## config.mk

```make
export PLATFORM = sky130hd
export DESIGN_NAME = numeric_string_to_integer_core
export DESIGN_NICKNAME = d
export VERILOG_FILES = /design/src/design/nsi_pkg.sv /design/src/design/nsi_step.sv /design/src/design/numeric_string_to_integer_core.sv
export SDC_FILE = /design/constraint.sdc
export NUM_CORES = 1
export LEC_CHECK = 0
export BUFFER_PORTS_ARGS = -buffer_cell sky130_fd_sc_hd__buf_4
export CORE_MARGIN = 10
export CORE_UTILIZATION = 30
export CTS_CLUSTER_DIAMETER = 50
export DETAILED_ROUTE_END_ITERATION = 10
export PLACE_DENSITY = 0.46
export SYNTH_ARGS = -nofsm -noshare
export SYNTH_HDL_FRONTEND = slang
export SYNTH_SLANG_ARGS = --single-unit
```

## constraint.sdc

```tcl
create_clock -name clk -period 21.4 [get_ports clk]
set_input_delay 4.28 -clock clk [delete_from_list [all_inputs] [get_ports clk]]
set_output_delay 4.28 -clock clk [all_outputs]
set_load 0.03 [all_outputs]
```

## src/design/nsi_pkg.sv

```systemverilog
package nsi_pkg;

  localparam int unsigned ValueW = 64;

  // configuration register indexes
  localparam logic CFG_BASE_SELECT = 1'b0;
  localparam logic CFG_RESULT_SIZE = 1'b1;

  // base_select codes
  localparam logic [4:0] SEL_AUTO = 5'd0;
  localparam logic [4:0] SEL_BIN  = 5'd2;
  localparam logic [4:0] SEL_DEC  = 5'd10;
  localparam logic [4:0] SEL_HEX  = 5'd16;

  // latched radix
  localparam logic [1:0] BASE_NONE = 2'd0;
  localparam logic [1:0] BASE_BIN  = 2'd1;
  localparam logic [1:0] BASE_DEC  = 2'd2;
  localparam logic [1:0] BASE_HEX  = 2'd3;

  // character position
  localparam logic [1:0] POS_FIRST  = 2'd0;
  localparam logic [1:0] POS_SECOND = 2'd1;
  localparam logic [1:0] POS_LATER  = 2'd2;

  localparam logic [1:0] SIZE_RESET = 2'd3;

  localparam logic [7:0] CH_ZERO   = 8'h30;
  localparam logic [7:0] CH_ONE    = 8'h31;
  localparam logic [7:0] CH_NINE   = 8'h39;
  localparam logic [7:0] CH_UC_A   = 8'h41;
  localparam logic [7:0] CH_UC_F   = 8'h46;
  localparam logic [7:0] CH_LC_A   = 8'h61;
  localparam logic [7:0] CH_LC_F   = 8'h66;
  localparam logic [7:0] CH_UC_OFS = 8'h37;  // '7'
  localparam logic [7:0] CH_LC_OFS = 8'h57;  // 'W'
  localparam logic [7:0] CH_PFX_B  = 8'h62;  // 'b'
  localparam logic [7:0] CH_PFX_X  = 8'h78;  // 'x'

  localparam logic [4:0] DIGIT_BAD = 5'd16;

  localparam logic [ValueW-1:0] WMAX_8  = 64'h0000_0000_0000_00FF;
  localparam logic [ValueW-1:0] WMAX_16 = 64'h0000_0000_0000_FFFF;
  localparam logic [ValueW-1:0] WMAX_32 = 64'h0000_0000_FFFF_FFFF;
  localparam logic [ValueW-1:0] WMAX_64 = 64'hFFFF_FFFF_FFFF_FFFF;

  localparam logic [3:0][ValueW-1:0] WIDTH_MAX = {WMAX_64, WMAX_32, WMAX_16, WMAX_8};
  localparam logic [3:0][ValueW-1:0] DEC_LIMIT =
    {WMAX_64 / 10, WMAX_32 / 10, WMAX_16 / 10, WMAX_8 / 10};

  typedef struct packed {
    logic [ValueW-1:0] acc;
    logic [1:0]        pos;
    logic [1:0]        base;
    logic              seen;
    logic              failed;
  } nsi_state_t;

  function automatic logic [4:0] digit_of(input logic [7:0] c, input logic [1:0] base);
    logic [4:0] d;
    d = DIGIT_BAD;
    case (base)
      BASE_BIN: begin
        if (c inside {CH_ZERO, CH_ONE}) d = 5'(c - CH_ZERO);
      end
      BASE_DEC: begin
        if (c inside {[CH_ZERO:CH_NINE]}) d = 5'(c - CH_ZERO);
      end
      BASE_HEX: begin
        if (c inside {[CH_ZERO:CH_NINE]}) d = 5'(c - CH_ZERO);
        else if (c inside {[CH_UC_A:CH_UC_F]}) d = 5'(c - CH_UC_OFS);
        else if (c inside {[CH_LC_A:CH_LC_F]}) d = 5'(c - CH_LC_OFS);
      end
      default: d = DIGIT_BAD;
    endcase
    return d;
  endfunction

  // largest accumulator that can still take one more digit
  function automatic logic [ValueW-1:0] pre_limit(input logic [1:0] size,
                                                   input logic [1:0] base);
    logic [ValueW-1:0] lim;
    case (base)
      BASE_BIN: lim = WIDTH_MAX[size] >> 1;
      BASE_DEC: lim = DEC_LIMIT[size];
      default:  lim = WIDTH_MAX[size] >> 4;
    endcase
    return lim;
  endfunction

endpackage

```

## src/design/nsi_step.sv

```systemverilog
module nsi_step (
  input  nsi_pkg::nsi_state_t st,
  input  logic [7:0]          ch,
  input  logic                last,
  input  logic [4:0]          base_select,
  input  logic [1:0]          result_size,
  output nsi_pkg::nsi_state_t st_nxt,
  output logic [63:0]         res_value,
  output logic                res_ok
);

  logic [1:0]  base;
  logic        fail;
  logic        digit_en;
  logic [4:0]  d;
  logic [63:0] mx;
  logic [63:0] prod;
  logic [63:0] acc;
  logic        seen;

  always_comb begin
    fail     = st.failed;
    base     = st.base;
    digit_en = 1'b0;
    if (!st.failed) begin
      if (st.pos == nsi_pkg::POS_FIRST) begin
        if (base_select == nsi_pkg::SEL_AUTO) begin
          if (last) begin
            fail = 1'b1;
          end else if (ch != nsi_pkg::CH_ZERO) begin
            base     = nsi_pkg::BASE_DEC;
            digit_en = 1'b1;
          end
        end else begin
          case (base_select)
            nsi_pkg::SEL_BIN: base = nsi_pkg::BASE_BIN;
            nsi_pkg::SEL_DEC: base = nsi_pkg::BASE_DEC;
            nsi_pkg::SEL_HEX: base = nsi_pkg::BASE_HEX;
            default:          fail = 1'b1;
          endcase
          digit_en = !fail;
        end
      end else if (st.base == nsi_pkg::BASE_NONE) begin
        if (st.pos != nsi_pkg::POS_SECOND) begin
          fail = 1'b1;
        end else if (ch == nsi_pkg::CH_PFX_B) begin
          base = nsi_pkg::BASE_BIN;
        end else if (ch == nsi_pkg::CH_PFX_X) begin
          base = nsi_pkg::BASE_HEX;
        end else begin
          base     = nsi_pkg::BASE_DEC;
          digit_en = 1'b1;
        end
      end else begin
        digit_en = 1'b1;
      end
    end
  end

  always_comb begin
    d  = nsi_pkg::digit_of(ch, base);
    mx = nsi_pkg::WIDTH_MAX[result_size];
    case (base)
      nsi_pkg::BASE_BIN: prod = {st.acc[62:0], 1'b0};
      nsi_pkg::BASE_DEC: prod = {st.acc[60:0], 3'b000} + {st.acc[62:0], 1'b0};
      default:           prod = {st.acc[59:0], 4'b0000};
    endcase
  end

  always_comb begin
    st_nxt    = st;
    acc       = st.acc;
    seen      = st.seen;
    st_nxt.failed = fail;
    st_nxt.base   = base;
    if (digit_en) begin
      if (d[4] || (st.acc > nsi_pkg::pre_limit(result_size, base))) begin
        st_nxt.failed = 1'b1;
      end else if (prod > (mx - {59'd0, d})) begin
        st_nxt.failed = 1'b1;
      end else begin
        acc  = prod + {59'd0, d};
        seen = 1'b1;
      end
    end
    st_nxt.acc  = acc;
    st_nxt.seen = seen;
    if (st.pos != nsi_pkg::POS_LATER) begin
      st_nxt.pos = st.pos + 2'd1;
    end
    res_ok    = !st_nxt.failed && seen;
    res_value = res_ok ? acc : 64'd0;
    if (last) begin
      st_nxt = '0;
    end
  end

endmodule

```

## src/design/numeric_string_to_integer_core.sv

```systemverilog
// Streaming string-to-unsigned converter. Feed one character per item with
// in_last on the final one; exactly one result (out_value, out_ok) follows
// each string. Base (2, 10, 16, or 0 for "0b"/"0x"/decimal detection) and
// result width (1/2/4/8 bytes) come from the two cfg registers and must be
// written between strings. Throughput is one character per cycle; a result
// is registered once its last character is taken (input register, then
// one pass through the digit/overflow logic into the result register).
// The only stall on the input comes from a held result meeting the next
// string's last character.
module numeric_string_to_integer_core (
  input  logic        clk,
  input  logic        rst_n,
  input  logic        in_valid,
  output logic        in_stall,
  input  logic [7:0]  in_ch,
  input  logic        in_last,
  output logic        out_valid,
  input  logic        out_stall,
  output logic [63:0] out_value,
  output logic        out_ok,
  input  logic        cfg_we,
  input  logic        cfg_index,
  input  logic [4:0]  cfg_wdata
);

  logic                s1_valid_r;
  logic [7:0]          s1_ch_r;
  logic                s1_last_r;
  nsi_pkg::nsi_state_t st_r;
  nsi_pkg::nsi_state_t st_nxt;
  logic [4:0]          base_select_r;
  logic [1:0]          result_size_r;
  logic                out_valid_r;
  logic [63:0]         out_value_r;
  logic                out_ok_r;
  logic [63:0]         res_value;
  logic                res_ok;
  logic                advance;

  assign advance  = s1_valid_r && !(s1_last_r && out_valid_r && out_stall);
  assign in_stall = s1_valid_r && !advance;

  nsi_step u_step (
    .st          (st_r),
    .ch          (s1_ch_r),
    .last        (s1_last_r),
    .base_select (base_select_r),
    .result_size (result_size_r),
    .st_nxt      (st_nxt),
    .res_value   (res_value),
    .res_ok      (res_ok)
  );

  always_ff @(posedge clk) begin
    if (!rst_n) begin
      base_select_r <= nsi_pkg::SEL_AUTO;
      result_size_r <= nsi_pkg::SIZE_RESET;
    end else if (cfg_we) begin
      case (cfg_index)
        nsi_pkg::CFG_BASE_SELECT: base_select_r <= cfg_wdata;
        nsi_pkg::CFG_RESULT_SIZE: result_size_r <= cfg_wdata[1:0];
        default: ;
      endcase
    end
  end

  always_ff @(posedge clk) begin
    if (!rst_n) begin
      s1_valid_r <= 1'b0;
    end else if (!in_stall) begin
      s1_valid_r <= in_valid;
    end
  end

  always_ff @(posedge clk) begin
    if (in_valid && !in_stall) begin
      s1_ch_r   <= in_ch;
      s1_last_r <= in_last;
    end
  end

  always_ff @(posedge clk) begin
    if (!rst_n) begin
      st_r <= '0;
    end else if (advance) begin
      st_r <= st_nxt;
    end
  end

  always_ff @(posedge clk) begin
    if (!rst_n) begin
      out_valid_r <= 1'b0;
    end else if (advance && s1_last_r) begin
      out_valid_r <= 1'b1;
    end else if (!out_stall) begin
      out_valid_r <= 1'b0;
    end
  end

  always_ff @(posedge clk) begin
    if (advance && s1_last_r) begin
      out_value_r <= res_value;
      out_ok_r    <= res_ok;
    end
  end

  assign out_valid = out_valid_r;
  assign out_value = out_value_r;
  assign out_ok    = out_ok_r;

endmodule

```

Word-level counts from Yosys, hierarchy flattened
Cells that the tools add are included.
- input port bits: 20
- output and inout bits: 67
- logic and storage cells: 124
- register bits: 153
- bitwise logic cells: 1
- equality and inequality tests: 14
- order comparisons: 9
- mux-type cells: 55
- reductions and logical operators: 25
- add/sub/neg operators: 7
- operators with widths (operator ; number):
    $mux 64 ; 6
    $bmux 64 s2 ; 2
    $pmux 64 s2 ; 2
    $gt 64x64->1 ; 2
    $mux 70 ; 1
    $add 64x5->64 ; 1
    $add 64x64->64 ; 1
    $sub 64x5->64 ; 1
    $mux 1 ; 28
    $mux 5 ; 5
    $mux 2 ; 9
    $eq 8x6->1 const B ; 2
    $eq 8x7->1 const B ; 2
    $ge 8x7->1 const B ; 2
    $le 8x7->1 const B ; 2
    $pmux 5 s3 ; 1
    $sub 5x5->5 const B ; 3
    $logic_and 1x1->1 ; 10
    $ge 8x6->1 const B ; 1
    $le 8x6->1 const B ; 1
    $ne 8x6->1 const B ; 1
    $pmux 2 s3 ; 1
    $reduce_and 2->1 ; 3
    $eq 5x2->1 const B ; 1
    15 further kinds ; 23

Logic depth before layout (Yosys ltp)
Gate-level depths: netlist of the first run.
- word-level depth: 17
- mapped depth: 37
- depth with buffers taken out: 31

By module
A second synthesis of the first run with hierarchy kept.
- cell total of the unflattened synthesis: 2152
- area total of the unflattened synthesis: 17085.1 um^2
- by module, submodules not included (module ; area an instance (um^2) ; times used ; cells each ; sequential area each (um^2)):
    nsi_step ; 11681.2 ; 1 ; 1736 ; 0.0
    numeric_string_to_integer_core ; 5403.9 ; 1 ; 416 ; 3803.6

Worst setup path after synthesis of the first run
OpenSTA, ideal clock, no wires.
- path type: in2out
- from: in out_stall
- to: out in_stall
- buffers on the path: 0
- slack: 12.256 ns
- data arrival time: 4.864 ns
- data required time: 17.120 ns
- cell stages on the path: 2
- cell sequence: nand3_1 > nor2_1
- word-level cells in the longest chain between the ends: 5
- ends and longest elaborated chain (element ; RTL line ; source):
    start: declaration ; numeric_string_to_integer_core.sv:18 ; input logic out_stall,
    $logic_and 1x1->1 ; numeric_string_to_integer_core.sv:40 ; assign advance = s1_valid_r && !(s1_last_r && out_valid_r && out_stall);
    $logic_not 1->1 ; numeric_string_to_integer_core.sv:40 ;
    $logic_and 1x1->1 ; numeric_string_to_integer_core.sv:40 ;
    $logic_not 1->1 ; numeric_string_to_integer_core.sv:41 ; assign in_stall = s1_valid_r && !advance;
    $logic_and 1x1->1 ; numeric_string_to_integer_core.sv:41 ;
    end: declaration ; numeric_string_to_integer_core.sv:14 ; output logic in_stall,
No other way between the ends.

Worst setup path after layout of the first run
- from: reg s1_ch_r[2]
- to: reg out_value_r[36], in the netlist out_value[36], data pin
- word-level cells in the longest chain between the ends: 16
- elaborated cells between the ends (all ways): 64
- those cells by class: add/sub (5); order compare (8); eq/ne (8); mux (36); reduce/logical (7)
- ends and longest elaborated chain (element ; RTL line ; source):
    start: declaration ; numeric_string_to_integer_core.sv:27 ; logic [7:0] s1_ch_r;
    start signal: assignment ; numeric_string_to_integer_core.sv:77 ; s1_ch_r <= in_ch;
    $eq 8x7->1 ; nsi_step.sv:48 ; end else if (ch == nsi_pkg::CH_PFX_X) begin
    $mux 1 ; nsi_step.sv:48 ;
    $mux 2 ; nsi_step.sv:46 ; end else if (ch == nsi_pkg::CH_PFX_B) begin
    $mux 2 ; nsi_step.sv:44 ; if (st.pos != nsi_pkg::POS_SECOND) begin
    $mux 2 ; nsi_step.sv:43 ; end else if (st.base == nsi_pkg::BASE_NONE) begin
    $mux 2 ; nsi_step.sv:26 ; if (st.pos == nsi_pkg::POS_FIRST) begin
    $mux 2 ; nsi_step.sv:25 ; if (!st.failed) begin
    $eq 2x2->1 (tied with other cells) ; nsi_pkg.sv:62 ; case (base)
    $pmux 5 s3 or $pmux 64 s2 (tied branches) ; nsi_pkg.sv:62, nsi_pkg.sv:83 ;
    $sub 64x5->64 or $mux 64 (tied branches) ; nsi_step.sv:79, nsi_step.sv:76 ;
    $gt 64x64->1, on equally long branches ; nsi_step.sv:79, nsi_step.sv:77 ;
    $mux 1 or $logic_or 1x1->1 (tied branches) ; nsi_step.sv:79, nsi_step.sv:77 ;
    $mux 1 ; nsi_step.sv:77 ; if (d[4] || (st.acc > nsi_pkg::pre_limit(result_size, base))) begin
    $mux 1 ; nsi_step.sv:76 ; if (digit_en) begin
    $logic_not 1->1 ; nsi_step.sv:91 ; res_ok = !st_nxt.failed && seen;
    $logic_and 1x1->1 ; nsi_step.sv:91 ;
    end signal: assignment ; numeric_string_to_integer_core.sv:102 ; out_value_r <= res_value;
    end: declaration ; numeric_string_to_integer_core.sv:34 ; logic [63:0] out_value_r;
Parallel ways exist; a longest one is shown, timed or not. The select of a mux whose other input is x is not followed.
A chain may end at the register's enable or synchronous reset.

==> impl_results.md, run 1 <==
- Resize count post-CTS: 0
- Non-filler instance count after layout: 2,796
- Post-synth top area share: 0.148
- Layout cells sized above 1: 0.0886
- WL per Instance: 22.7 µm
- Fin crit share: 0.440
- Antenna Violating Nets Remaining: 0
- Critical path class: flip-flop to flip-flop
- Synth Net Count: 2,294
- Routability cong.: 0.939
- Post-CTS setup buffers: 0
- Final setup fails: 0
- Largest net degree at the start of global routing: 81
- Reg2reg path depth: 29
- Routed via count: 16,100
- Tot Pwr: 862 µW
- Fraction of registers with async set or reset after synthesis: 0
- Status: complete, no violations
- Chip Height: 253 µm
- WHS Path Cells: 1
- Arr. time, crit path: 9580 ps
- Area growth syn-to-layout: 10.5%
- Synth top area cells: ha_1, edfxtp_1, dfxtp_1
- Worst IR Drop VDD: 0.0569 mV
- Biggest cell delay along the critical path: 690 ps
- Congestion Overflow GR: 0
- Yosys cell types: 97
- Largest area contributor in the netlist: ha_1
- Initial DRC count: 1,395
- Worst-Skew Late Latency: 470 ps
- Max-slew violations: 0
- Gr usage total: 0.194
- Worst reg2reg path endpoint: out_value[36]
- Fin Clk Skew: 18.3 ps
- Max-cap violations: 0
- R2R setup slack: 11,990 ps
- Hold Path End: st_r[1]
- Clock Pin Slew Worst Setup and Hold Paths: 70 ps
- Worst Setup Start Kind: flip-flop
- Clock buffer depth: 2
- WP buf/inv: 8
- Root buffer selected by CTS: clkbuf_16
- Worst path slowest cell: buf_4
- Port Buffers: 86
- Multi-input combinational cell area: 0.0117 mm²
- CP delay by family, top: simple AND/OR/NAND/NOR gates
- Total die area: 0.0638 mm²
- Wirelength, routed: 63.4 mm
- # DRC: 0
- HPWL Detailed: 48.4 mm
- Post-Syn Instances: 2,080
- FF/Latch Area: 0.00380 mm²
- RSZ-0062 raised after global routing: false
- Max Clock Freq: 106 MHz
- Cts hold-fix bufs: 0
- Number of flops mapped to enable cells by yosys: 74
- Hold Path Class: flip-flop to flip-flop
- Row count: 85
- FF-to-FF Start: s1_ch_r[2]
- Hold_sp: st_r[1]
- DP Cell Count: 2,764
- First-pass GRT wire length: 96.1 mm
- Vias in the first global route: 15,700
- Core area: 0.0537 mm²
- Nets: 2,301
- DIE WIDTH: 253 µm
- Vias per cell: 5.76
- Antenna diodes: 0
- Crit-path max FO: 80
- PwrDens: 48.0 mW/mm²
- Commonest cells after routing, fill and taps aside: nor2_1, ha_1, nand2_1
- Worst slew pin tran: 1120 ps
- Ys Warns: 0
- Crit. End Element: flip-flop
- CTS H-tree depth: 4
- Initial Util: 0.302
- Clock Sinks: 153
- I/O Pins: 87
- CTS tree: done
- Final hold slack: 480 ps
- P_leak: 0.00712 µW
- Filler cells: 5,666
- Ys flop type: dfxtp_1
- FF+latch count, synth: 153
- Critical Path RT: 21,570 ps
- Final min period: 9410 ps
- Final setup TNS: 0 ps
- Initial antenna violation count: 0
- Hold Fails Final Rpt: 0
- Drt pass-1 iters: 5
- Seq/Total Area, Yosys: 0.234
- Rel. slew slack: 0.252
- Syn_area_per_cell: 7.80 µm²
- Cell Area, Synth: 0.0162 mm²
- Commonest non-fill, non-tap cell in the layout: nor2_1
- Number of buffers created by CTS: 17
-- Yosys cell counts (all sizes together), types with 12 or more instances --
cell type	number
a211oi	22
a21o	47
a21oi	185
a221oi	16
a22o	19
a22oi	16
a31oi	16
and2	31
and3	40
and4	12
buf	42
clkbuf	72
dfxtp	79
edfxtp	74
ha	192
inv	67
mux2i	23
nand2	187
nand2b	17
nand3	80
nand4	65
nor2	198
nor2b	46
nor3	54
o211ai	13
o21a	25
o21ai	160
o21bai	15
o22ai	17
o31ai	15
xnor2	60
xor2	30
-- routing by layer --
metal | GRT usage | part of all wire
met4 | 0.0585 | 0.026
met1 | 0.247 | 0.45
met3 | 0.0242 | 0.044
met5 | 0 | 0
met2 | 0.336 | 0.48
-- kinds of logic (layout without fill, tap and decap cells) --
logic type | count (synthesis) | after routing | synth area share
simple gates | 796 | 796 | 0.247
flops | 153 | 153 | 0.234
fa+ha+maj | 194 | 194 | 0.150
compound gates | 638 | 638 | 0.257
buf+inv | 183 | 203 | 0.0459
mux | 26 | 26 | 0.0163
xor+xnor | 90 | 90 | 0.0486
-- worst max path at each step --
stage / from / to / slack (ps) / depth (start not counted)
2_1_floorplan: out_stall / in_stall / 12260 / 2
3_3_place_gp: out_stall / in_stall / 12240 / 4
3_5_place_dp: s1_ch_r[2] / out_value[36] / 12040 / 29
4_1_cts: s1_ch_r[2] / out_value[36] / 12030 / 29
5_1_grt: s1_ch_r[7] / out_value[62] / 11040 / 30
6_report: s1_ch_r[2] / out_value[36] / 11990 / 29
-- metrics by stage --
stage | util | instance area [µm²] | worst slack (ps)
6_report | 0.334 | 17900 | 11990
5_1_grt | 0.334 | 17900 | 11040
4_1_cts | 0.334 | 17900 | 12030
3_5_place_dp | 0.324 | 17400 | 12040
3_3_place_gp | 0.324 | 17400 | 12240
2_1_floorplan | - | 16200 | 12260
-- registers in the layout, summed over array words and instances, names as in the netlist --
| name | count |
|---|---|
| out_valid | 1 |
| s1_last_r | 1 |
| s1_ch_r | 8 |
| out_value | 64 |
| out_ok | 1 |
| base_select_r | 5 |
| st_r | 70 |
| result_size_r | 2 |
| s1_valid_r | 1 |
-- final cells by class --
type / count / area share
clock buffers: 19 / 0.0241
clock inverters: 13 / 0.00537
inverters: 69 / 0.0144
multi-input cells: 1744 / 0.653
flip-flops and latches: 153 / 0.212
well taps: 696 / 0.0485
repair buffers: 102 / 0.0427
-- power breakdown --
group          internal, µW  leakage, µW  switching (µW)
Clock                   149     0.000248             143
Sequential              312      0.00134            4.79
Combinational          70.2      0.00553             184
Total                   531      0.00712             331
No activity file was read; power rests on OpenSTA's default activity.
==> run 2, diff against run 1 <==
==> constraint.sdc (replaced) <==
create_clock -name clk -period 9.3 [get_ports clk]
set_input_delay 1.86 -clock clk [delete_from_list [all_inputs] [get_ports clk]]
set_output_delay 1.86 -clock clk [all_outputs]
set_load 0.03 [all_outputs]
==> run 2 against run 1 <==
Net effect: routed wire length is 0.75% higher; register-to-register slack worse by 11000 ps; highest routed layer unchanged; total power up 140%; global-route usage up 0.16 points; combinational power up 130%; utilization up 0.23 points; die area unchanged; via count barely moved; sequential share of layout area decreased by 0.15 points; worst hold slack worse by 8.4 ps; critical path depth decreased by 6.
==> impl_results.md, run 2 (synthesis results as in run 1) <==
- CTS tree: done
- Max-cap violations: 0
- CTS H-tree depth: 4
- Max-slew violations: 0
- DP Cell Count: 2,772
- Final setup fails: 0
- I/O Pins: 87
- Antenna Violating Nets Remaining: 0
- RSZ-0062 raised after global routing: false
- Total die area: 0.0638 mm²
- Nets: 2,309
- Port Buffers: 86
- Vias per cell: 5.75
- Crit. End Element: flip-flop
- Hold Fails Final Rpt: 0
- Worst slew pin tran: 1080 ps
- Status: complete, no violations
- FF-to-FF Start: s1_ch_r[2]
- Rel. slew slack: 0.280
- Congestion Overflow GR: 0
- Non-filler instance count after layout: 2,804
- P_leak: 0.00721 µW
- Crit-path max FO: 41
- Fin crit share: 0.856
- PwrDens: 113 mW/mm²
- Hold Path Class: flip-flop to flip-flop
- Row count: 85
- Commonest cells after routing, fill and taps aside: nor2_1, ha_1, nand2_1
- First-pass GRT wire length: 96.8 mm
- Chip Height: 253 µm
- Root buffer selected by CTS: clkbuf_16
- Area growth syn-to-layout: 11.3%
- Worst IR Drop VDD: 0.124 mV
- Clock Pin Slew Worst Setup and Hold Paths: 70 ps
- Hold_sp: st_r[1]
- Cts hold-fix bufs: 0
- Fin Clk Skew: 11.3 ps
- Routed via count: 16,100
- HPWL Detailed: 49.6 mm
- Layout cells sized above 1: 0.0925
- Crit path launch: s1_ch_r[2]
- Worst Setup Start Kind: flip-flop
- Clock buffer depth: 2
- Clock Sinks: 153
- Largest net degree at the start of global routing: 64
- Arr. time, crit path: 8170 ps
- Drt pass-1 iters: 6
- Number of buffers created by CTS: 17
- Initial Util: 0.302
- Critical Path RT: 9510 ps
- Post-CTS setup buffers: 0
- Core area: 0.0537 mm²
- Gr usage total: 0.196
- Antenna diodes: 0
- Initial antenna violation count: 0
- DIE WIDTH: 253 µm
- Worst Slack Setup Final: 1340 ps
- Routability cong.: 0.945
- Vias in the first global route: 15,700
- Initial DRC count: 1,274
- Worst-Skew Late Latency: 450 ps
- WL per Instance: 22.8 µm
- Reg with most FFs: st_r
- Largest register FFs: 70
- Resize count post-CTS: 0
- Critical path class: flip-flop to flip-flop
- # DRC: 0
- Wirelength, routed: 63.9 mm
- Tot Pwr: 2040 µW
- Final setup TNS: 0 ps
- Commonest non-fill, non-tap cell in the layout: nor2_1
- Dpl ws: 1430 ps
- Max Clock Freq: 126 MHz
- Final Core Density: 0.336
- Final min period: 7960 ps
==> run 2: cell types whose count changed in the layout (fill, tap and decap cells not counted), moves of 2 or more <==
cell | before | now
clkinv_4 | 3 | 5
clkbuf_8 | 0 | 2
clkinv_2 | 2 | 0
buf_4 | 102 | 110
clkinvlp_4 | 4 | 1
==> run 2: cell type report <==
class | instances | area, µm²
fill | 5706 | 35600
multi-input combinational | 1744 | 11700
sequential | 153 | 3800
tap | 696 | 871
timing repair buffer | 110 | 826
clock buffer | 22 | 485
inverter | 69 | 259
clock inverter | 10 | 108
==> run 2: critical path, stage by stage, from the launching register on <==
cell and delay, ps:
edfxtp_1 520, nor4_1 420, a21oi_1 120, nor4b_1 320
nand4b_1 160, a21oi_1 60, o21ai_0 380, inv_1 160
ha_4 270, buf_4 260, nand2_1 240, nand3_1 590
ha_1 570, nand4b_1 130, nor2_1 190, nand4_1 150
nor4_1 540, nand3_1 220, or4_1 590, a21oi_1 230
nand3b_1 320, inv_2 770, nor2_1 190, a22o_1 280
==> run 2: path summary, 6_finish.rpt <==
kind                   end  slack (ps)  cells after the start
min                st_r[1]         470                      1
max          out_value[57]        1340                     23
min reg2reg        st_r[1]         470                      1
max reg2reg  out_value[57]        1340                     23
==> run 2: report_power, final <==
| part | internal, µW | total (µW) | switching, µW | leakage, µW |
|---|---|---|---|---|
| logic | 169 | 585 | 416 | 0.00557 |
| registers | 717 | 731 | 13.7 | 0.00134 |
| clock network | 404 | 726 | 322 | 0.000287 |
==> run 2: metrics by stage <==
step / cell area (µm²) / hold slack [ps]
6_report: 18100 / 472
4_1_cts: 18100 / 477
5_1_grt: 18100 / 524
3_5_place_dp: 17500 / 461
3_3_place_gp: 17500 / 453
2_1_floorplan: 16200 / 440
==> run 2: layer usage <==
metal  wire [µm]  GRT usage  share of wire
met1       28700      0.251           0.45
met2       29400      0.325           0.46
met3        3460     0.0305          0.054
met4        2340     0.0751          0.037
met5           0          0              0
==> run 3, diff against run 2 <==
--- a/config.mk
+++ b/config.mk
@@ -8,6 +8,7 @@
 export BUFFER_PORTS_ARGS = -buffer_cell sky130_fd_sc_hd__buf_4
 export CORE_MARGIN = 10
 export CORE_UTILIZATION = 30
+export CTS_BUF_LIST = sky130_fd_sc_hd__clkbuf_2
 export CTS_CLUSTER_DIAMETER = 50
 export DETAILED_ROUTE_END_ITERATION = 10
 export PLACE_DENSITY = 0.46
==> run 3 against run 2 <==
Net effect: die area unchanged; global-route usage down 0.050 points; fmax about the same; clock skew up 29 ps; combinational power about the same; sequential power about the same; setup slack worse by 5.7 ps; cell area down 1.9%; utilization down 0.65 points; critical endpoint unchanged; largest power group unchanged; highest routed layer unchanged.
==> impl_results.md, run 3 (synthesis results as in run 1) <==
- Critical Path RT: 9920 ps
- Congestion Overflow GR: 0
- Reg2reg path depth: 23
- Crit-path max FO: 41
- HPWL Detailed: 49.6 mm
- Max Clock Freq: 126 MHz
- Vias in the first global route: 15,700
- Antenna Violating Nets Remaining: 0
- Worst-Skew Late Latency: 850 ps
- Largest net degree at the start of global routing: 64
- Routed via count: 16,200
- Biggest cell delay along the critical path: 760 ps
- Area growth syn-to-layout: 9.13%
- Port Buffers: 86
- Post-CTS setup buffers: 0
- Clock Sinks: 153
- Clock Pin Slew Worst Setup and Hold Paths: 260 ps
- Final setup fails: 0
- Worst IR Drop VDD: 0.0734 mV
- Vias per cell: 5.77
- Routability cong.: 0.945
- Fin Clk Skew: 40.3 ps
- Filler cells: 5,748
- Drt pass-1 iters: 6
- Most frequent CP cell: a21oi_1
- Max-slew violations: 0
- Core area: 0.0537 mm²
- WP buf/inv: 3
- WHS Path Cells: 1
- Hold_sp: st_r[1]
- Largest register FFs: 70
- Initial DRC count: 1,254
- Gr usage total: 0.195
- Rel. slew slack: 0.265
- Arr. time, crit path: 8590 ps
- Final setup TNS: 0 ps
- DIE WIDTH: 253 µm
- Chip Height: 253 µm
- Resize count post-CTS: 0
- Worst path slowest cell: inv_2
- First-pass GRT wire length: 96.5 mm
- Hold Fails Final Rpt: 0
- Status: complete, no violations
- Total die area: 0.0638 mm²
- Hold Path End: st_r[1]
- Critical path class: flip-flop to flip-flop
- Clock buffer depth: 2
- Row count: 85
- PwrDens: 97.9 mW/mm²
- Initial antenna violation count: 1
- Nets: 2,309
- Crit. End Element: flip-flop
- Worst reg2reg path endpoint: out_value[57]
- Max-cap violations: 0
- Commonest non-fill, non-tap cell in the layout: nor2_1
- Fin crit share: 0.857
- R2R setup slack: 1330 ps
- Cell breakdown of the critical path: nor4_1, a21oi_1, nor4b_1, nand4b_1, a21oi_1, o21ai_0, inv_1, ha_4, buf_4, nand2_1, nand3_1, ha_1, nand4b_1, nor2_1, nand4_1, nor4_1, nand3_1, or4_1, a21oi_1, nand3b_1, inv_2, nor2_1, a22o_1
- Reg with most FFs: st_r
- Worst slew pin tran: 1100 ps
- FF-to-FF Start: s1_ch_r[2]
- Worst Setup Start Kind: flip-flop
- WL per Instance: 22.7 µm
- Final min period: 7970 ps
- P_leak: 0.00706 µW
- Hold Path Class: flip-flop to flip-flop
- Number of buffers created by CTS: 17
- Wirelength, routed: 63.7 mm
- FF/Latch Area: 0.00380 mm²
- Layout cells sized above 1: 0.0925
- Multi-input combinational cell area: 0.0117 mm²
- Root buffer selected by CTS: clkbuf_2
- # DRC: 0
- CTS H-tree depth: 4
- RSZ-0062 raised after global routing: false
- Cts hold-fix bufs: 0
- CP delay by family, top: simple AND/OR/NAND/NOR gates
- I/O Pins: 87
- Commonest cells after routing, fill and taps aside: nor2_1, ha_1, nand2_1
- Initial Util: 0.302
- Tot Pwr: 1730 µW
- CTS tree: done
run 3: final cells by class:
cell class                 instances  share of cell area
multi-input combinational       1744               0.661
sequential                       153               0.215
antenna                            1            0.000141
inverter                          69              0.0146
clock inverter                    13             0.00819
tap                              696              0.0492
timing repair buffer             110              0.0466
clock buffer                      19             0.00537
run 3: routing by layer:
layer	global-route usage	vias to the layer above	wire (µm)
met5	0	-	0
met4	0.0741	0	2510
met3	0.0341	103	3610
met2	0.322	528	29100
li1	-	7781	-
met1	0.250	7761	28400
run 3: how the worst max path moves through the flow:
stage,start,endpoint,cells after the start
after floorplan,s1_ch_r[2],out_value[25],34
after global placement,s1_ch_r[2],out_value[56],22
after detailed placement,s1_ch_r[2],st_r[47],24
after CTS,s1_ch_r[7],st_r[52],25
after global routing,s1_ch_r[7],out_value[39],29
final,s1_ch_r[2],out_value[57],23
run 3: through the flow:
| step | utilization | setup WS (ps) | std cells | instance area (µm²) | hold slack (ps) |
|---|---|---|---|---|---|
| after floorplan | - | 1430 | 2080 | 16200 | 440 |
| after global placement | 0.325 | 1590 | 2772 | 17500 | 453 |
| after detailed placement | 0.325 | 1430 | 2772 | 17500 | 461 |
| after CTS | 0.330 | 1370 | 2804 | 17700 | 512 |
| after global routing | 0.330 | 662 | 2805 | 17700 | 560 |
| final | 0.330 | 1330 | 2805 | 17700 | 509 |
run 3: worst register-to-register path, stage by stage, from the launching register on:
cell,delay (ps)
edfxtp_1,570
nor4_1,420
a21oi_1,120
nor4b_1,330
nand4b_1,160
a21oi_1,60
o21ai_0,400
inv_1,170
ha_4,270
buf_4,270
nand2_1,250
nand3_1,590
ha_1,580
nand4b_1,120
nor2_1,180
nand4_1,140
nor4_1,500
nand3_1,220
or4_1,590
a21oi_1,240
nand3b_1,310
inv_2,770
nor2_1,210
a22o_1,280
run 3: report_power, final:
group          switching, µW  total (µW)  internal (µW)
clock network            287         417            129
logic                    416         584            168
registers               13.7         732            719
total                    717        1730           1020
